<file path="src/sv/ttc_pkg.sv">
// ----------------------------------------------------------------------------
// ttc_pkg
// shared types, constants and the 5x8 font for the text console renderer
// ----------------------------------------------------------------------------
package ttc_pkg;

  localparam int unsigned MaxColsDef    = 128;
  localparam int unsigned MaxRowsDef    = 64;
  localparam int unsigned QueueDepthDef = 2;

  localparam int unsigned CharW  = 8;
  localparam int unsigned CmdW   = 2;
  localparam int unsigned CellColW = 7;
  localparam int unsigned CellRowW = 6;
  localparam int unsigned PixW   = 10;
  localparam int unsigned GlyphW = 40;
  localparam int unsigned CfgIdxW  = 2;
  localparam int unsigned CfgDataW = 10;

  localparam logic [CfgIdxW-1:0] CfgColumns = 2'd0;
  localparam logic [CfgIdxW-1:0] CfgRows    = 2'd1;
  localparam logic [CfgIdxW-1:0] CfgOriginX = 2'd2;
  localparam logic [CfgIdxW-1:0] CfgOriginY = 2'd3;

  localparam logic [7:0]  ColumnsRst = 8'd48;
  localparam logic [6:0]  RowsRst    = 7'd21;
  localparam logic [9:0]  OriginXRst = 10'd16;
  localparam logic [9:0]  OriginYRst = 10'd12;

  localparam logic [CharW-1:0] ChBs    = 8'h08;
  localparam logic [CharW-1:0] ChTab   = 8'h09;
  localparam logic [CharW-1:0] ChLf    = 8'h0a;
  localparam logic [CharW-1:0] ChCr    = 8'h0d;
  localparam logic [CharW-1:0] ChSpace = 8'h20;
  localparam logic [CharW-1:0] ChGrave = 8'h60;
  localparam logic [CharW-1:0] ChLowA  = 8'h61;
  localparam logic [CharW-1:0] ChLowZ  = 8'h7a;
  localparam logic [CharW-1:0] ChBar   = 8'h7c;
  localparam logic [CharW-1:0] ChDel   = 8'h7f;
  localparam logic [CharW-1:0] CaseGap = 8'h20;

  localparam logic [5:0]        UnknownIdx  = 6'd31;
  localparam logic [GlyphW-1:0] GlyphSpace  = 40'h0000000000;
  localparam logic [GlyphW-1:0] GlyphBar    = 40'h0000ff0000;

  typedef enum logic [CmdW-1:0] {
    CMD_DRAW   = 2'd0,
    CMD_CLEAR  = 2'd1,
    CMD_SCROLL = 2'd2
  } cmd_e;

  typedef enum logic [2:0] {
    OP_DRAW = 3'd0,
    OP_TAB  = 3'd1,
    OP_BS   = 3'd2,
    OP_LF   = 3'd3,
    OP_CR   = 3'd4
  } op_e;

  typedef struct packed {
    op_e               kind;
    logic [GlyphW-1:0] glyph;
  } op_t;

  typedef struct packed {
    logic                valid;
    logic [CfgIdxW-1:0]  index;
    logic [CfgDataW-1:0] data;
  } cfg_wr_t;

  function automatic logic [GlyphW-1:0] font_row(input logic [5:0] idx);
    logic [GlyphW-1:0] g;
    unique case (idx)
      6'd0:  g = 40'h0000000000;
      6'd1:  g = 40'h00005f0000;
      6'd2:  g = 40'h0007000700;
      6'd3:  g = 40'h24ff24ff24;
      6'd4:  g = 40'h6291ff8a44;
      6'd5:  g = 40'he2a4182547;
      6'd6:  g = 40'hd062958976;
      6'd7:  g = 40'h0000070000;
      6'd8:  g = 40'h0081423c00;
      6'd9:  g = 40'h003c428100;
      6'd10: g = 40'h22147f1422;
      6'd11: g = 40'h08083e0808;
      6'd12: g = 40'h000060a000;
      6'd13: g = 40'h0808080808;
      6'd14: g = 40'h0000606000;
      6'd15: g = 40'h00030c30c0;
      6'd16: g = 40'h7e8599a17e;
      6'd17: g = 40'h8080ff8284;
      6'd18: g = 40'h868991a1c1;
      6'd19: g = 40'h7689898989;
      6'd20: g = 40'h10ff121418;
      6'd21: g = 40'h718989898f;
      6'd22: g = 40'h728989897e;
      6'd23: g = 40'h0719618101;
      6'd24: g = 40'h6295899562;
      6'd25: g = 40'h7e9191914e;
      6'd26: g = 40'h0000363600;
      6'd27: g = 40'h000076b600;
      6'd28: g = 40'h8041221408;
      6'd29: g = 40'h2424242424;
      6'd30: g = 40'h0814224180;
      6'd31: g = 40'h0609b10102;
      6'd32: g = 40'h1ea5bd817e;
      6'd33: g = 40'hfe111111fe;
      6'd34: g = 40'h76898989ff;
      6'd35: g = 40'h818181817e;
      6'd36: g = 40'h7e818181ff;
      6'd37: g = 40'h89898989ff;
      6'd38: g = 40'h09090909ff;
      6'd39: g = 40'hf15191817e;
      6'd40: g = 40'hff080808ff;
      6'd41: g = 40'h0081ff8100;
      6'd42: g = 40'h7f80808040;
      6'd43: g = 40'hc1221408ff;
      6'd44: g = 40'h80808080ff;
      6'd45: g = 40'hff020402ff;
      6'd46: g = 40'hff601806ff;
      6'd47: g = 40'h7e8181817e;
      6'd48: g = 40'h0e111111ff;
      6'd49: g = 40'hfec1a1817e;
      6'd50: g = 40'hee111111ff;
      6'd51: g = 40'h7189898986;
      6'd52: g = 40'h0101ff0101;
      6'd53: g = 40'h7f8080807f;
      6'd54: g = 40'h1f6080601f;
      6'd55: g = 40'hff402040ff;
      6'd56: g = 40'hc7281028c7;
      6'd57: g = 40'h0708f00807;
      6'd58: g = 40'h838599a1c1;
      6'd59: g = 40'h008181ff00;
      6'd60: g = 40'h00c0300c03;
      6'd61: g = 40'h00ff818100;
      6'd62: g = 40'h0609b10102;
      6'd63: g = 40'h8080808080;
      default: g = 40'h0000000000;
    endcase
    return g;
  endfunction

  function automatic logic [GlyphW-1:0] glyph_of(input logic [CharW-1:0] code);
    logic [CharW-1:0]  c;
    logic [GlyphW-1:0] g;
    c = code;
    if (c >= ChLowA && c <= ChLowZ) begin
      c = c - CaseGap;
    end
    if (c == ChBar) begin
      g = GlyphBar;
    end else if (c >= ChSpace && c < ChGrave) begin
      g = font_row(6'(c - ChSpace));
    end else begin
      g = font_row(UnknownIdx);
    end
    return g;
  endfunction

endpackage

</file>
<file path="src/sv/ttc_if.sv">
// ----------------------------------------------------------------------------
// ttc interfaces
// valid/ready channels for characters, drawing commands and register writes
// ----------------------------------------------------------------------------
interface ttc_char_if;
  logic                       valid;
  logic                       ready;
  logic [ttc_pkg::CharW-1:0]  char_code;

  modport source (output valid, output char_code, input ready);
  modport sink   (input valid, input char_code, output ready);
endinterface

interface ttc_cmd_if;
  logic                         valid;
  logic                         ready;
  logic [ttc_pkg::CmdW-1:0]     command;
  logic [ttc_pkg::CellColW-1:0] cell_col;
  logic [ttc_pkg::CellRowW-1:0] cell_row;
  logic [ttc_pkg::PixW-1:0]     pixel_x;
  logic [ttc_pkg::PixW-1:0]     pixel_y;
  logic [ttc_pkg::GlyphW-1:0]   glyph_bits;
  logic                         last;

  modport source (output valid, output command, output cell_col, output cell_row,
                  output pixel_x, output pixel_y, output glyph_bits, output last,
                  input ready);
  modport sink   (input valid, input command, input cell_col, input cell_row,
                  input pixel_x, input pixel_y, input glyph_bits, input last,
                  output ready);
endinterface

interface ttc_cfg_if;
  logic                          valid;
  logic                          ready;
  logic [ttc_pkg::CfgIdxW-1:0]   index;
  logic [ttc_pkg::CfgDataW-1:0]  data;

  modport source (output valid, output index, output data, input ready);
  modport sink   (input valid, input index, input data, output ready);
endinterface

</file>
<file path="src/sv/ttc_front.sv">
// ----------------------------------------------------------------------------
// ttc_front
// accepts character items, classifies them and looks up the glyph
// ----------------------------------------------------------------------------
module ttc_front (
  ttc_char_if.sink        char_i,
  input  logic            q_full_i,
  output logic            q_push_o,
  output ttc_pkg::op_t    q_op_o
);

  logic keep;

  always_comb begin
    keep          = 1'b1;
    q_op_o.glyph  = ttc_pkg::GlyphSpace;
    q_op_o.kind   = ttc_pkg::OP_DRAW;
    priority if (char_i.char_code == ttc_pkg::ChCr) begin
      q_op_o.kind = ttc_pkg::OP_CR;
    end else if (char_i.char_code == ttc_pkg::ChLf) begin
      q_op_o.kind = ttc_pkg::OP_LF;
    end else if (char_i.char_code == ttc_pkg::ChTab) begin
      q_op_o.kind = ttc_pkg::OP_TAB;
    end else if (char_i.char_code == ttc_pkg::ChBs) begin
      q_op_o.kind = ttc_pkg::OP_BS;
    end else if (char_i.char_code >= ttc_pkg::ChSpace &&
                 char_i.char_code <  ttc_pkg::ChDel) begin
      q_op_o.glyph = ttc_pkg::glyph_of(char_i.char_code);
    end else begin
      keep = 1'b0;
    end
  end

  assign char_i.ready = !q_full_i;
  assign q_push_o     = char_i.valid && !q_full_i && keep;

endmodule

</file>
<file path="src/sv/ttc_fifo.sv">
// ----------------------------------------------------------------------------
// ttc_fifo
// short queue of classified operations between front and back
// ----------------------------------------------------------------------------
module ttc_fifo #(
  parameter int unsigned Depth = ttc_pkg::QueueDepthDef
) (
  input  logic          clk_i,
  input  logic          rst_ni,
  input  logic          push_i,
  input  ttc_pkg::op_t  push_op_i,
  output logic          full_o,
  input  logic          pop_i,
  output logic          valid_o,
  output ttc_pkg::op_t  pop_op_o
);

  localparam int unsigned AddrW = (Depth > 1) ? $clog2(Depth) : 1;
  localparam int unsigned CntW  = $clog2(Depth + 1);

  ttc_pkg::op_t     mem_q [Depth];
  logic [AddrW-1:0] wr_ptr_q, wr_ptr_d, rd_ptr_q, rd_ptr_d;
  logic [CntW-1:0]  cnt_q, cnt_d;
  logic             do_push, do_pop;

  assign full_o   = (cnt_q == CntW'(Depth));
  assign valid_o  = (cnt_q != '0);
  assign pop_op_o = mem_q[rd_ptr_q];
  assign do_push  = push_i && !full_o;
  assign do_pop   = pop_i && valid_o;

  always_comb begin
    wr_ptr_d = wr_ptr_q;
    rd_ptr_d = rd_ptr_q;
    cnt_d    = cnt_q;
    if (do_push) begin
      wr_ptr_d = (wr_ptr_q == AddrW'(Depth - 1)) ? '0 : wr_ptr_q + AddrW'(1);
    end
    if (do_pop) begin
      rd_ptr_d = (rd_ptr_q == AddrW'(Depth - 1)) ? '0 : rd_ptr_q + AddrW'(1);
    end
    if (do_push && !do_pop) begin
      cnt_d = cnt_q + CntW'(1);
    end else if (do_pop && !do_push) begin
      cnt_d = cnt_q - CntW'(1);
    end
  end

  always_ff @(posedge clk_i or negedge rst_ni) begin
    if (!rst_ni) begin
      wr_ptr_q <= '0;
      rd_ptr_q <= '0;
      cnt_q    <= '0;
    end else begin
      wr_ptr_q <= wr_ptr_d;
      rd_ptr_q <= rd_ptr_d;
      cnt_q    <= cnt_d;
    end
  end

  always_ff @(posedge clk_i) begin
    if (do_push) begin
      mem_q[wr_ptr_q] <= push_op_i;
    end
  end

endmodule

</file>
<file path="src/sv/ttc_back.sv">
// ----------------------------------------------------------------------------
// ttc_back
// cursor sequencer: turns operations into drawing commands while the sink is not stalling, one per cycle
// ----------------------------------------------------------------------------
module ttc_back #(
  parameter int unsigned MaxCols = ttc_pkg::MaxColsDef,
  parameter int unsigned MaxRows = ttc_pkg::MaxRowsDef
) (
  input  logic             clk_i,
  input  logic             rst_ni,
  input  ttc_pkg::cfg_wr_t cfg_wr_i,
  input  logic             op_valid_i,
  input  ttc_pkg::op_t     op_i,
  output logic             op_pop_o,
  ttc_cmd_if.source        cmd_o
);

  localparam int unsigned ColW    = $clog2(MaxCols);
  localparam int unsigned ColCntW = ColW + 1;
  localparam int unsigned RowW    = $clog2(MaxRows);
  localparam int unsigned RowCntW = RowW + 1;

  typedef enum logic [2:0] {
    ST_IDLE   = 3'b001,
    ST_TAB    = 3'b010,
    ST_SCROLL = 3'b100
  } state_e;

  state_e state_q, state_d;

  logic [7:0]  columns_q;
  logic [6:0]  rows_q;
  logic [9:0]  origin_x_q, origin_y_q;

  logic [ColW-1:0] col_q, col_d;
  logic [RowW-1:0] row_q, row_d;

  logic [8:0]         cols_ext;
  logic [7:0]         rows_ext;
  logic [ColCntW-1:0] eff_cols;
  logic [RowCntW-1:0] eff_rows;
  logic [ColCntW-1:0] col1;
  logic [RowCntW-1:0] row1;
  logic               wrap, bottom;

  logic                       advance;
  logic                       do_draw, draw_tab;
  logic [ttc_pkg::GlyphW-1:0] draw_glyph;

  logic                       emit;
  ttc_pkg::cmd_e              em_cmd;
  logic [ColW-1:0]            em_col;
  logic [RowW-1:0]            em_row;
  logic [ttc_pkg::GlyphW-1:0] em_glyph;
  logic                       em_last;
  logic [ColW+2:0]            col6;
  logic [RowW+3:0]            row10;

  logic                         out_valid_q;
  logic [ttc_pkg::CmdW-1:0]     out_cmd_q;
  logic [ttc_pkg::CellColW-1:0] out_col_q;
  logic [ttc_pkg::CellRowW-1:0] out_row_q;
  logic [ttc_pkg::PixW-1:0]     out_px_q, out_py_q;
  logic [ttc_pkg::GlyphW-1:0]   out_glyph_q;
  logic                         out_last_q;

  // clamp the line and screen sizes
  assign cols_ext = {1'b0, columns_q};
  assign rows_ext = {1'b0, rows_q};
  assign eff_cols = (columns_q == '0) ? ColCntW'(1) :
                    (cols_ext > 9'(MaxCols)) ? ColCntW'(MaxCols) : ColCntW'(cols_ext);
  assign eff_rows = (rows_q == '0) ? RowCntW'(1) :
                    (rows_ext > 8'(MaxRows)) ? RowCntW'(MaxRows) : RowCntW'(rows_ext);

  assign col1   = {1'b0, col_q} + ColCntW'(1);
  assign row1   = {1'b0, row_q} + RowCntW'(1);
  assign wrap   = (col1 >= eff_cols);
  assign bottom = (row1 >= eff_rows);

  assign advance = !out_valid_q || cmd_o.ready;

  always_comb begin
    state_d    = state_q;
    col_d      = col_q;
    row_d      = row_q;
    op_pop_o   = 1'b0;
    do_draw    = 1'b0;
    draw_tab   = 1'b0;
    draw_glyph = ttc_pkg::GlyphSpace;
    emit       = 1'b0;
    em_cmd     = ttc_pkg::CMD_DRAW;
    em_col     = col_q;
    em_row     = row_q;
    em_glyph   = '0;
    em_last    = 1'b0;

    if (advance) begin
      unique case (state_q)
        ST_IDLE: begin
          if (op_valid_i) begin
            op_pop_o = 1'b1;
            unique case (op_i.kind)
              ttc_pkg::OP_CR: begin
                col_d = '0;
              end
              ttc_pkg::OP_LF: begin
                col_d = '0;
                if (bottom) begin
                  emit    = 1'b1;
                  em_cmd  = ttc_pkg::CMD_SCROLL;
                  em_last = 1'b1;
                end else begin
                  row_d = row1[RowW-1:0];
                end
              end
              ttc_pkg::OP_BS: begin
                if (col_q != '0) begin
                  col_d   = col_q - ColW'(1);
                  emit    = 1'b1;
                  em_cmd  = ttc_pkg::CMD_CLEAR;
                  em_col  = col_q - ColW'(1);
                  em_last = 1'b1;
                end
              end
              ttc_pkg::OP_TAB: begin
                do_draw  = 1'b1;
                draw_tab = 1'b1;
              end
              ttc_pkg::OP_DRAW: begin
                do_draw    = 1'b1;
                draw_glyph = op_i.glyph;
              end
              default: ;
            endcase
          end
        end
        ST_TAB: begin
          do_draw  = 1'b1;
          draw_tab = 1'b1;
        end
        ST_SCROLL: begin
          emit    = 1'b1;
          em_cmd  = ttc_pkg::CMD_SCROLL;
          em_last = 1'b1;
          state_d = ST_IDLE;
        end
        default: state_d = ST_IDLE;
      endcase

      if (do_draw) begin
        emit     = 1'b1;
        em_cmd   = ttc_pkg::CMD_DRAW;
        em_glyph = draw_glyph;
        if (wrap) begin
          col_d = '0;
          if (!bottom) begin
            row_d = row1[RowW-1:0];
          end
        end else begin
          col_d = col1[ColW-1:0];
        end
        if (wrap && bottom) begin
          state_d = ST_SCROLL;
        end else if (draw_tab && !wrap && col1[2:0] != 3'd0) begin
          state_d = ST_TAB;
        end else begin
          state_d = ST_IDLE;
          em_last = 1'b1;
        end
      end
    end
  end

  assign col6  = ({3'b000, em_col} << 2) + ({3'b000, em_col} << 1);
  assign row10 = ({4'b0000, em_row} << 3) + ({4'b0000, em_row} << 1);

  always_ff @(posedge clk_i or negedge rst_ni) begin
    if (!rst_ni) begin
      state_q     <= ST_IDLE;
      col_q       <= '0;
      row_q       <= '0;
      columns_q   <= ttc_pkg::ColumnsRst;
      rows_q      <= ttc_pkg::RowsRst;
      origin_x_q  <= ttc_pkg::OriginXRst;
      origin_y_q  <= ttc_pkg::OriginYRst;
      out_valid_q <= 1'b0;
    end else begin
      state_q <= state_d;
      if (cfg_wr_i.valid) begin
        col_q <= '0;
        row_q <= '0;
        unique case (cfg_wr_i.index)
          ttc_pkg::CfgColumns: columns_q  <= cfg_wr_i.data[7:0];
          ttc_pkg::CfgRows:    rows_q     <= cfg_wr_i.data[6:0];
          ttc_pkg::CfgOriginX: origin_x_q <= cfg_wr_i.data;
          ttc_pkg::CfgOriginY: origin_y_q <= cfg_wr_i.data;
          default: ;
        endcase
      end else begin
        col_q <= col_d;
        row_q <= row_d;
      end
      if (advance) begin
        out_valid_q <= emit;
      end
    end
  end

  // payload, zeroed position for scroll
  always_ff @(posedge clk_i) begin
    if (advance && emit) begin
      out_cmd_q   <= em_cmd;
      out_glyph_q <= em_glyph;
      out_last_q  <= em_last;
      if (em_cmd == ttc_pkg::CMD_SCROLL) begin
        out_col_q <= '0;
        out_row_q <= '0;
        out_px_q  <= '0;
        out_py_q  <= '0;
      end else begin
        out_col_q <= ttc_pkg::CellColW'(em_col);
        out_row_q <= ttc_pkg::CellRowW'(em_row);
        out_px_q  <= origin_x_q + ttc_pkg::PixW'(col6);
        out_py_q  <= origin_y_q + ttc_pkg::PixW'(row10);
      end
    end
  end

  assign cmd_o.valid      = out_valid_q;
  assign cmd_o.command    = out_cmd_q;
  assign cmd_o.cell_col   = out_col_q;
  assign cmd_o.cell_row   = out_row_q;
  assign cmd_o.pixel_x    = out_px_q;
  assign cmd_o.pixel_y    = out_py_q;
  assign cmd_o.glyph_bits = out_glyph_q;
  assign cmd_o.last       = out_last_q;

endmodule

</file>
<file path="src/sv/text_console_cursor_renderer.sv">
// an accepted item is registered in the operation queue, and its commands in the
//   back sequencer's output register, one per cycle while the sink is ready;
//   a character gives 0 to 9 commands (a tab up to 9)
// a 2-entry operation queue lets the front accept while the back is busy
// reset: cursor at column 0 row 0, columns 48, rows 21, origin 16,12, queue empty
// ----------------------------------------------------------------------------
// text_console_cursor_renderer
// character stream to cell drawing commands with a 5x8 font and text cursor
// ----------------------------------------------------------------------------
module text_console_cursor_renderer #(
  parameter int unsigned MaxCols    = ttc_pkg::MaxColsDef,
  parameter int unsigned MaxRows    = ttc_pkg::MaxRowsDef,
  parameter int unsigned QueueDepth = ttc_pkg::QueueDepthDef
) (
  input  logic       clk_i,
  input  logic       rst_ni,
  ttc_char_if.sink   char_i,
  ttc_cfg_if.sink    cfg_i,
  ttc_cmd_if.source  cmd_o
);

  logic             q_full, q_push, q_pop, q_valid;
  ttc_pkg::op_t     q_push_op, q_pop_op;
  ttc_pkg::cfg_wr_t cfg_wr;

  assign cfg_i.ready  = 1'b1;
  assign cfg_wr.valid = cfg_i.valid;
  assign cfg_wr.index = cfg_i.index;
  assign cfg_wr.data  = cfg_i.data;

  ttc_front u_front (
    .char_i   (char_i),
    .q_full_i (q_full),
    .q_push_o (q_push),
    .q_op_o   (q_push_op)
  );

  ttc_fifo #(
    .Depth (QueueDepth)
  ) u_fifo (
    .clk_i     (clk_i),
    .rst_ni    (rst_ni),
    .push_i    (q_push),
    .push_op_i (q_push_op),
    .full_o    (q_full),
    .pop_i     (q_pop),
    .valid_o   (q_valid),
    .pop_op_o  (q_pop_op)
  );

  ttc_back #(
    .MaxCols (MaxCols),
    .MaxRows (MaxRows)
  ) u_back (
    .clk_i      (clk_i),
    .rst_ni     (rst_ni),
    .cfg_wr_i   (cfg_wr),
    .op_valid_i (q_valid),
    .op_i       (q_pop_op),
    .op_pop_o   (q_pop),
    .cmd_o      (cmd_o)
  );

endmodule

</file>
<file path="src/flat_wrapper.sv">
// flat-port wrapper written by rule: the top's interface ports become plain ports
module text_console_cursor_renderer_flat 
#(
  parameter int unsigned MaxCols    = ttc_pkg::MaxColsDef,
  parameter int unsigned MaxRows    = ttc_pkg::MaxRowsDef,
  parameter int unsigned QueueDepth = ttc_pkg::QueueDepthDef
)
  (clk_i, rst_ni, char_i_valid, char_i_char_code, char_i_ready, cfg_i_valid, cfg_i_index, cfg_i_data, cfg_i_ready, cmd_o_valid, cmd_o_command, cmd_o_cell_col, cmd_o_cell_row, cmd_o_pixel_x, cmd_o_pixel_y, cmd_o_glyph_bits, cmd_o_last, cmd_o_ready);
  ttc_char_if char_i_i ();
  ttc_cfg_if cfg_i_i ();
  ttc_cmd_if cmd_o_i ();
  input  logic clk_i;
  input  logic rst_ni;
  input wire logic [$bits(char_i_i.valid)-1:0] char_i_valid;
  input wire logic [$bits(char_i_i.char_code)-1:0] char_i_char_code;
  output wire logic [$bits(char_i_i.ready)-1:0] char_i_ready;
  input wire logic [$bits(cfg_i_i.valid)-1:0] cfg_i_valid;
  input wire logic [$bits(cfg_i_i.index)-1:0] cfg_i_index;
  input wire logic [$bits(cfg_i_i.data)-1:0] cfg_i_data;
  output wire logic [$bits(cfg_i_i.ready)-1:0] cfg_i_ready;
  output wire logic [$bits(cmd_o_i.valid)-1:0] cmd_o_valid;
  output wire logic [$bits(cmd_o_i.command)-1:0] cmd_o_command;
  output wire logic [$bits(cmd_o_i.cell_col)-1:0] cmd_o_cell_col;
  output wire logic [$bits(cmd_o_i.cell_row)-1:0] cmd_o_cell_row;
  output wire logic [$bits(cmd_o_i.pixel_x)-1:0] cmd_o_pixel_x;
  output wire logic [$bits(cmd_o_i.pixel_y)-1:0] cmd_o_pixel_y;
  output wire logic [$bits(cmd_o_i.glyph_bits)-1:0] cmd_o_glyph_bits;
  output wire logic [$bits(cmd_o_i.last)-1:0] cmd_o_last;
  input wire logic [$bits(cmd_o_i.ready)-1:0] cmd_o_ready;
  assign char_i_i.valid = char_i_valid;
  assign char_i_i.char_code = char_i_char_code;
  assign char_i_ready = char_i_i.ready;
  assign cfg_i_i.valid = cfg_i_valid;
  assign cfg_i_i.index = cfg_i_index;
  assign cfg_i_i.data = cfg_i_data;
  assign cfg_i_ready = cfg_i_i.ready;
  assign cmd_o_valid = cmd_o_i.valid;
  assign cmd_o_command = cmd_o_i.command;
  assign cmd_o_cell_col = cmd_o_i.cell_col;
  assign cmd_o_cell_row = cmd_o_i.cell_row;
  assign cmd_o_pixel_x = cmd_o_i.pixel_x;
  assign cmd_o_pixel_y = cmd_o_i.pixel_y;
  assign cmd_o_glyph_bits = cmd_o_i.glyph_bits;
  assign cmd_o_last = cmd_o_i.last;
  assign cmd_o_i.ready = cmd_o_ready;
  text_console_cursor_renderer #(.MaxCols(MaxCols), .MaxRows(MaxRows), .QueueDepth(QueueDepth)) u_core (.clk_i(clk_i), .rst_ni(rst_ni), .char_i(char_i_i), .cfg_i(cfg_i_i), .cmd_o(cmd_o_i));
endmodule
</file>
<file path="config.mk">
export PLATFORM = sky130hd
export DESIGN_NAME = text_console_cursor_renderer_flat
export DESIGN_NICKNAME = d
export VERILOG_FILES = /design/src/sv/ttc_pkg.sv /design/src/sv/ttc_if.sv /design/src/sv/ttc_front.sv /design/src/sv/ttc_fifo.sv /design/src/sv/ttc_back.sv /design/src/sv/text_console_cursor_renderer.sv /design/src/flat_wrapper.sv
export SDC_FILE = /design/constraint.sdc
export NUM_CORES = 1
export LEC_CHECK = 0
export ABC_AREA = 1
export BUFFER_PORTS_ARGS = -buffer_cell sky130_fd_sc_hd__buf_2
export CORE_ASPECT_RATIO = 0.7
export CORE_UTILIZATION = 43
export CTS_CLUSTER_SIZE = 10
export DETAILED_ROUTE_END_ITERATION = 6
export SYNTH_ARGS = -nofsm -noshare
export SYNTH_HDL_FRONTEND = slang
export SYNTH_SLANG_ARGS = --single-unit
</file>
<file path="constraint.sdc">
create_clock -name clk_i -period 3.76 [get_ports clk_i]
set_input_delay 0.188 -clock clk_i [delete_from_list [all_inputs] [get_ports clk_i]]
set_output_delay 0.188 -clock clk_i [all_outputs]
set_load 0.01 [all_outputs]
</file>
# Word level (Yosys, flattened, before mapping)

Memory sizes are Yosys's and may differ from the RTL's.
Cells that the tools add are included.

Register bits: 132
Latch bits: 0
Bits in writable memories: 86
ROM bits: 2560
Input port bits: 25
Output and inout bits: 79
Logic and storage cells: 187
Memories: 2

Memory list:

| name                | words | width | read ports | clocked after memory_dff | write ports | line           | text |
|---|---|---|---|---|---|---|---|
| (name not given)    | 64    | 40    | 1          | 0                        | 0           | ttc_pkg.sv:73  | `unique case (idx)` |
| u_core.u_fifo.mem_q | 2     | 43    | 1          | 0                        | 1           | ttc_fifo.sv:21 | `ttc_pkg::op_t mem_q [Depth];` |

Add/subtract/negate cells: 13
$mul: 0
Div/mod/pow operators: 0
Order comparisons: 10
Equal/unequal tests: 18
Shift operators: 0
Multiplexer cells: 85
Bitwise logic cells: 0
Reductions and logical operators: 41

Operators with widths:

| kind                                                               | number |
|---|---|
| 2-to-1 mux 40 bit                                                  | 7 |
| 2-to-1 mux 7 bit                                                   | 13 |
| 2-to-1 mux 8 bit                                                   | 8 |
| 2-to-1 mux 6 bit                                                   | 9 |
| == test 8 x 4 -> 1 bit (second input constant)                     | 4 |
| 2-to-1 mux 1 bit                                                   | 27 |
| adder 10 bit                                                       | 2 |
| 2-to-1 mux 2 bit                                                   | 10 |
| greater-or-equal comparator 8 x 6 -> 1 bit (second input constant) | 2 |
| < comparator 8 x 7 -> 1 bit (second input constant)                | 2 |
| one-hot mux 7 bit (2 select lines)                                 | 1 |
| logical AND 1 bit                                                  | 13 |
| 2-to-1 mux 3 bit                                                   | 4 |
| adder 9 x 7 -> 10 bit                                              | 1 |
| adder 9 x 8 -> 10 bit                                              | 1 |
| AND reduction 2 bit                                                | 5 |
| == test 3 x 2 -> 1 bit (second input constant)                     | 3 |
| nonzero test 3 bit                                                 | 3 |
| adder 7 x 1 -> 8 bit (second input constant)                       | 1 |
| == test 2 bit (second input constant)                              | 4 |
| == test 8 x 7 -> 1 bit (second input constant)                     | 1 |
| greater-or-equal comparator 8 x 7 -> 1 bit (second input constant) | 1 |
| greater-or-equal comparator 8 bit                                  | 1 |
| > comparator 8 bit (second input constant)                         | 1 |
| 28 further kinds                                                   | 43 |

# Longest topological paths before layout

Depth in word-level cells: 17
Gate-level depth with buffers: 19
Gate-level depth less buffers: 18

# Hierarchy

From an unflattened synthesis, not the netlist that was laid out.

Cells, all modules: 1632
Area total of the unflattened synthesis: 13426.6 um^2

Modules (own cells, without submodules):

| module                       | times used | cells an instance | area each (um^2) |
|---|---|---|---|
| ttc_back                     | 1          | 768               | 7013.0 |
| ttc_fifo                     | 1          | 256               | 3435.8 |
| ttc_front                    | 1          | 606               | 2966.6 |
| text_console_cursor_renderer | 1          | 2                 | 11.3 |

# Least setup slack after synthesis

OpenSTA, ideal clock, no wires.

Path type: reg-to-reg
Start: register u_core.u_back.row_q[2] (netlist: u_core.u_back.em_row[2])
End: register u_core.u_back.out_col_q, in the netlist u_core.u_back.cmd_o.cell_col[0], enable pin
Data arrival time: 3.318 ns
Data required time: 3.330 ns
Setup slack: 0.012 ns
Stages on the path, launching flop included: 15
Cells stage by stage: dfrtp_1 nand2_1 inv_1 nand4_1 xor2_1 inv_1 ha_1 nand2_1 nor2_1 nand2_1 nand3_1 nand3_1 nand4_1 nand2_1 inv_1

Word-level cells in the longest chain between the ends: 9

RTL lines:

| element                            | line            | text |
|---|---|---|
| start, declared                    | ttc_back.sv:36  | `logic [RowW-1:0] row_q, row_d;` |
| start signal, assigned             | ttc_back.sv:201 | `row_q <= row_d;` |
| adder 6 x 1 -> 7 bit               | ttc_back.sv:76  | `assign row1 = {1'b0, row_q} + RowCntW'(1);` |
| greater-or-equal comparator 7 bit  | ttc_back.sv:78  | `assign bottom = (row1 >= eff_rows);` |
| 2-to-1 mux 1 bit                   | ttc_back.sv:108 | `if (bottom) begin` |
| one-hot mux 1 bit (2 select lines) | ttc_back.sv:102 | `unique case (op_i.kind)` |
| 2-to-1 mux 1 bit                   | ttc_back.sv:100 | `if (op_valid_i) begin` |
| one-hot mux 1 bit (2 select lines) | ttc_back.sv:98  | `unique case (state_q)` |
| 2-to-1 mux 1 bit                   | ttc_back.sv:150 | `if (do_draw) begin` |
| 2-to-1 mux 1 bit                   | ttc_back.sv:97  | `if (advance) begin` |
| via u_core.u_back.emit             | ttc_back.sv:50  | `logic emit;` |
| logical AND 1 bit                  | ttc_back.sv:211 | `if (advance && emit) begin` |
| end signal, assigned               | ttc_back.sv:221 | `out_col_q <= ttc_pkg::CellColW'(em_col);` |
| end, declared                      | ttc_back.sv:61  | `logic [ttc_pkg::CellColW-1:0] out_col_q;` |

The timed path passes the listed nets, and every way through them passes these cells.
A chain may end at the register's enable or synchronous reset.

# Worst setup path after layout

Start: register u_core.u_back.state_q[0]
End: register u_core.u_back.out_px_q, in the netlist u_core.u_back.cmd_o.pixel_x[8] (data pin)

RTL lines:

| element                     | line            | text |
|---|---|---|
| start, declared             | ttc_back.sv:29  | `state_e state_q, state_d;` |
| start signal, assigned      | ttc_back.sv:188 | `state_q <= state_d;` |
| == test 3 x 1 -> 1 bit      | ttc_back.sv:98  |  |
| 2-to-1 mux 7 bit            | ttc_back.sv:98  |  |
| 2-to-1 mux 7 bit            | ttc_back.sv:97  |  |
| via u_core.u_back.em_col[2] | ttc_back.sv:52  | `logic [ColW-1:0] em_col;` |
| adder 9 x 8 -> 10 bit       | ttc_back.sv:174 | `assign col6 = ({3'b000, em_col} << 2) + ({3'b000, em_col} << 1);` |
| adder 10 bit                | ttc_back.sv:223 | `out_px_q <= origin_x_q + ttc_pkg::PixW'(col6);` |
| end signal, assigned        | ttc_back.sv:223 |  |
| end, declared               | ttc_back.sv:63  | `logic [ttc_pkg::PixW-1:0] out_px_q, out_py_q;` |

The timed path passes the listed nets, and every way through them passes these cells. The select of a mux whose other input is x is not followed.

==> impl_summary.txt <==
----------------------------------------------------
[Worst setup path]
  Master of the slowest instance on the critical path ... sky130_fd_sc_hd__dfstp_2
  Data required time at the worst endpoint ... 4050 ps
  Data arrival time of the critical path ... 3840 ps
  Critical Path Sink Type ... flop
  Startpoint of the most critical register-to-register path ... u_core.u_back.state_q[0]
  CP startpoint ... u_core.u_back.state_q[0]
  Register-to-register setup slack ... 210 ps
  CP cell instances ... nand3_1 > nor2_1 > nand2_2 > nor2_2 > buf_4 > o22ai_1 > buf_4 > fa_1 > inv_1 > fa_1 > nand3b_1 > nand2_1 > a21oi_1 > o21bai_1 > or2_2 > a21oi_1
  Critical Path Sink ... u_core.u_back.cmd_o.pixel_x[8]
  Worst path max stage delay ... between 500 and 600 ps
  R2R depth ... 16
  Type of the worst setup path ... flop to flop
  Maximum net fanout on the critical path ... 6
  Startpoint class of the critical path ... flop
  Endpoint of the most critical register-to-register path ... u_core.u_back.cmd_o.pixel_x[8]

[Route]
  Post-route met1 wirelength ... 21300 µm
  Antenna Violating Nets Remaining ... 0
  Amount of wire on met3 after detailed routing ... 4460 µm
  WL final ... between 40000 and 50000 µm
  Wire per inst ... between 20 and 25 µm
  DR vias/cell ... 5.51
  Routed vias ... about 11000
  Routed length on met2 ... ~16000 µm
  DR DRC count ... 5
  Number of iterations in the first detailed-routing pass ... 7
  Violation count after the first detailed-routing iteration ... around 1100
  DR top layer ... met4

[Cells and area]
  End-of-flow core utilization ... about half
  Count of placed standard cells in the final layout, fillers left out ... between 2000 and 2500
  Area growth from synthesis to layout ... 17.0%
  Share of final-layout standard cells stronger than drive strength 1 ... 14.6%
  Number of antenna repair diodes ... 0
  Final net count ... ~1700

[STA]
  Final worst-path setup slack ... 209 ps
  Portion of the clock cycle consumed by the worst path in the final layout ... 94.5%
  Worst-margin pin slew ... 1050 ps
  Final total negative setup slack ... 0 ps
  Final min period ... around 3600 ps
  Final max-slew violation count ... 0
  Layout Skew ... approximately 13 ps
  Hold violation count in the final report ... 0
  Worst rel slew slack ... ~30%
  Fmax ... roughly 280 MHz
  Number of setup violations in the final report ... 0

[Clock network]
  Buffer type at the clock tree root ... sky130_fd_sc_hd__clkbuf_16
  Clock sink count ... between 200 and 250
  TritonCTS clock tree ... yes
  Clock edge transition at the registers on the reported setup and hold paths ... roughly 60 ps
  Number of H-tree branching levels ... 1
  Number of buffers created by CTS ... 26
  Worst-case clock buffer depth ... 3
  Clock Latency Late Sink ... roughly 530 ps

[Synth]
  Mean instance size in the synthesized netlist ... roughly 8.5 µm²
  Part of the Yosys area used for sequential elements ... slightly below 50%
  Top cells by count, synth ... sky130_fd_sc_hd__nand2_1, sky130_fd_sc_hd__nor2_1, sky130_fd_sc_hd__edfxtp_1
  Synth top area share ... between 30% and 40%
  Net count of the mapped netlist ... between 1500 and 2000
  Mapped Area ... between 0.01 and 0.015 mm²
  Dominant cell by count in the synthesized netlist ... sky130_fd_sc_hd__nand2_1
  Register bit count reported by yosys ... about 220
  Top cell type by total area after synthesis ... sky130_fd_sc_hd__edfxtp_1
  Cells after Synth ... 1491
  Most area-consuming cells after synthesis ... sky130_fd_sc_hd__edfxtp_1, sky130_fd_sc_hd__nand2_1, sky130_fd_sc_hd__dfrtp_1
  Synth Warn # ... 0
  Number of distinct standard cells referenced by the synthesized netlist ... 50
  EDFF count, synth ... 162
  FFs w/ async S/R, synth ... between 20% and 30%
  Most used DFF post-synth ... sky130_fd_sc_hd__edfxtp_1

[Placement]
  Post-Place Worst Slack ... approximately 74 ps
  Placed Cells ... between 1500 and 2000
  Detailed Place HPWL ... between 30000 and 40000 µm
  Buffers on Ports ... a little over 100
  Routability-driven placement congestion ratio ... between 1 and 1.5

[Die]
  Core region area ... 0.0289 mm²
  Die outline area ... 0.0301 mm²
  Die Width ... 207 µm
  Starting utilization of the core area ... between 40% and 50%
  Core Rows ... 52
  Count of pins on the block boundary ... roughly 100
  Die outline height ... between 100 and 150 µm

[Power and ir drop]
  Leakage Power ... roughly 6.7 nW
  Total power per unit cell area ... around 800 mW/mm²
  Max VDD drop ... 0.000494 V
  Design Power ... roughly 12 mW

[Global route]
  Global-route wire length before repair ... around 63000 µm
  Antenna violations before repair ... 2
  Number of global-route vias before repair ... around 10000
  Maximum number of pins on one net before global-route repair ... 45
  Gr usage total ... 28.2%
  Global-route congestion overflow total ... 0

[Status]
  Outcome ... complete, but fails checks
  Failing checks ... DRC

[Flow run]
  Maximum Capacitance Violations ... 0

[Min path]
  Classification of the worst-slack hold path ... primary input to flop

----------------------------------------------------
==> per-stage QoR <==
step	cell area, µm²	hold slack [ps]
2_1_floorplan	12600	-108
3_3_place_gp	13900	420
3_5_place_dp	13900	426
4_1_cts	14700	6.93
5_1_grt	14800	23.0
6_report	14800	30.4
==> registers in the layout, indices dropped and copies added (netlist names) <==
register	count
u_core.u_back.cmd_o.command	2
u_core.u_back.state_q	3
u_core.u_back.cmd_o.cell_col	7
u_core.u_fifo.wr_ptr_q	1
u_core.u_back.cmd_o.glyph_bits	40
u_core.u_back.origin_x_q	10
u_core.u_back.cmd_o.last	1
u_core.u_back.em_row	6
u_core.u_back.cmd_o.cell_row	6
u_core.u_back.cmd_o.pixel_x	10
u_core.u_back.rows_q	7
u_core.u_back.col_q	7
u_core.u_fifo.rd_ptr_q	1
u_core.u_back.columns_q	8
u_core.u_back.cmd_o.valid	1
u_core.u_fifo.cnt_q	2
u_core.u_fifo.mem_q	86
u_core.u_back.cmd_o.pixel_y	10
u_core.u_back.origin_y_q	10
==> worst max-delay path, delay by kind of cell (launching register included) <==
family / cells / cell delay, ps
AO/OA/AOI/OAI: 4 / 350
adder cells (fa/ha/maj): 2 / 980
buffers and inverters: 3 / 400
AND/OR/NAND/NOR: 7 / 1050
flip-flops: 1 / 550
==> timing repair <==
action                     4_1_cts  5_1_grt
hold buffers                     3        0
setup endpoints to repair        0        3
hold endpoints to repair        41        0
setup buffers                    0        2
resized for setup                0       12
==> metal layers <==
layer / vias up / GRT usage, %
met1: 5323 / 46.1
met3: 59 / 8.82
li1: 5309 / -
met5: - / 0
met2: 502 / 35.2
met4: 0 / 5.55
==> power by group <==
group | switching [mW] | internal [mW] | total, mW
sequential | 0.395 | 3.70 | 4.10
combinational | 3.50 | 1.92 | 5.41
clock | 0.930 | 1.33 | 2.26
total | 4.82 | 6.95 | 11.8
==> area by class of cell <==
| cell class | count | area [µm²] |
|---|---|---|
| clock inverter | 2 | 25.0 |
| multi-input combinational | 1063 | 5570 |
| sequential | 218 | 6280 |
| timing repair buffer | 173 | 1130 |
| inverter | 150 | 566 |
| tap | 378 | 473 |
| clock buffer | 46 | 746 |
| fill | 2748 | 14100 |
==> cell families (layout without fill, tap and decap cells) <==
| kind of cell | after synthesis | count (layout) | synth area share, % |
|---|---|---|---|
| AND/OR/NAND/NOR | 652 | 652 | 21.0 |
| AO/OA/AOI/OAI | 324 | 324 | 14.0 |
| flip-flops | 218 | 218 | 49.7 |
| buffers and inverters | 210 | 371 | 6.62 |
| adder cells (fa/ha/maj) | 68 | 68 | 7.44 |
| XOR/XNOR | 18 | 18 | 1.25 |
| other | 1 | 1 | 0.0297 |
==> worst min-delay path by stage <==
| stage | startpoint | to | slack [ps] | depth (start not counted) |
|---|---|---|---|---|
| 5_1_grt | cfg_i_data[7] | u_core.u_back.origin_y_q[7] | 20 | 3 |
| 3_3_place_gp | rst_ni | u_core.u_back.origin_y_q[4] | 420 | 1 |
| 4_1_cts | cfg_i_data[7] | u_core.u_back.origin_y_q[7] | 7 | 3 |
| 3_5_place_dp | rst_ni | u_core.u_back.origin_y_q[4] | 430 | 1 |
| 2_1_floorplan | rst_ni | u_core.u_back.cmd_o.valid | -110 | 0 |
| 6_report | cfg_i_data[7] | u_core.u_back.origin_y_q[7] | 30 | 3 |
==> cell usage in the layout, fill, tap and decap left out, drive strengths merged, types with 4 or more instances in the layout <==
master	instances
nand2	376
buf	170
nor2	169
edfxtp	162
o21ai	154
inv	148
a21oi	117
nand3	63
ha	56
dfrtp	47
clkbuf	46
nor3	22
xor2	15
o22ai	15
nand4	12
fa	12
o211ai	11
dfstp	9
o31ai	6
nand3b	4
clkinv	4
Note: power is estimated with default switching activity, not from simulation.
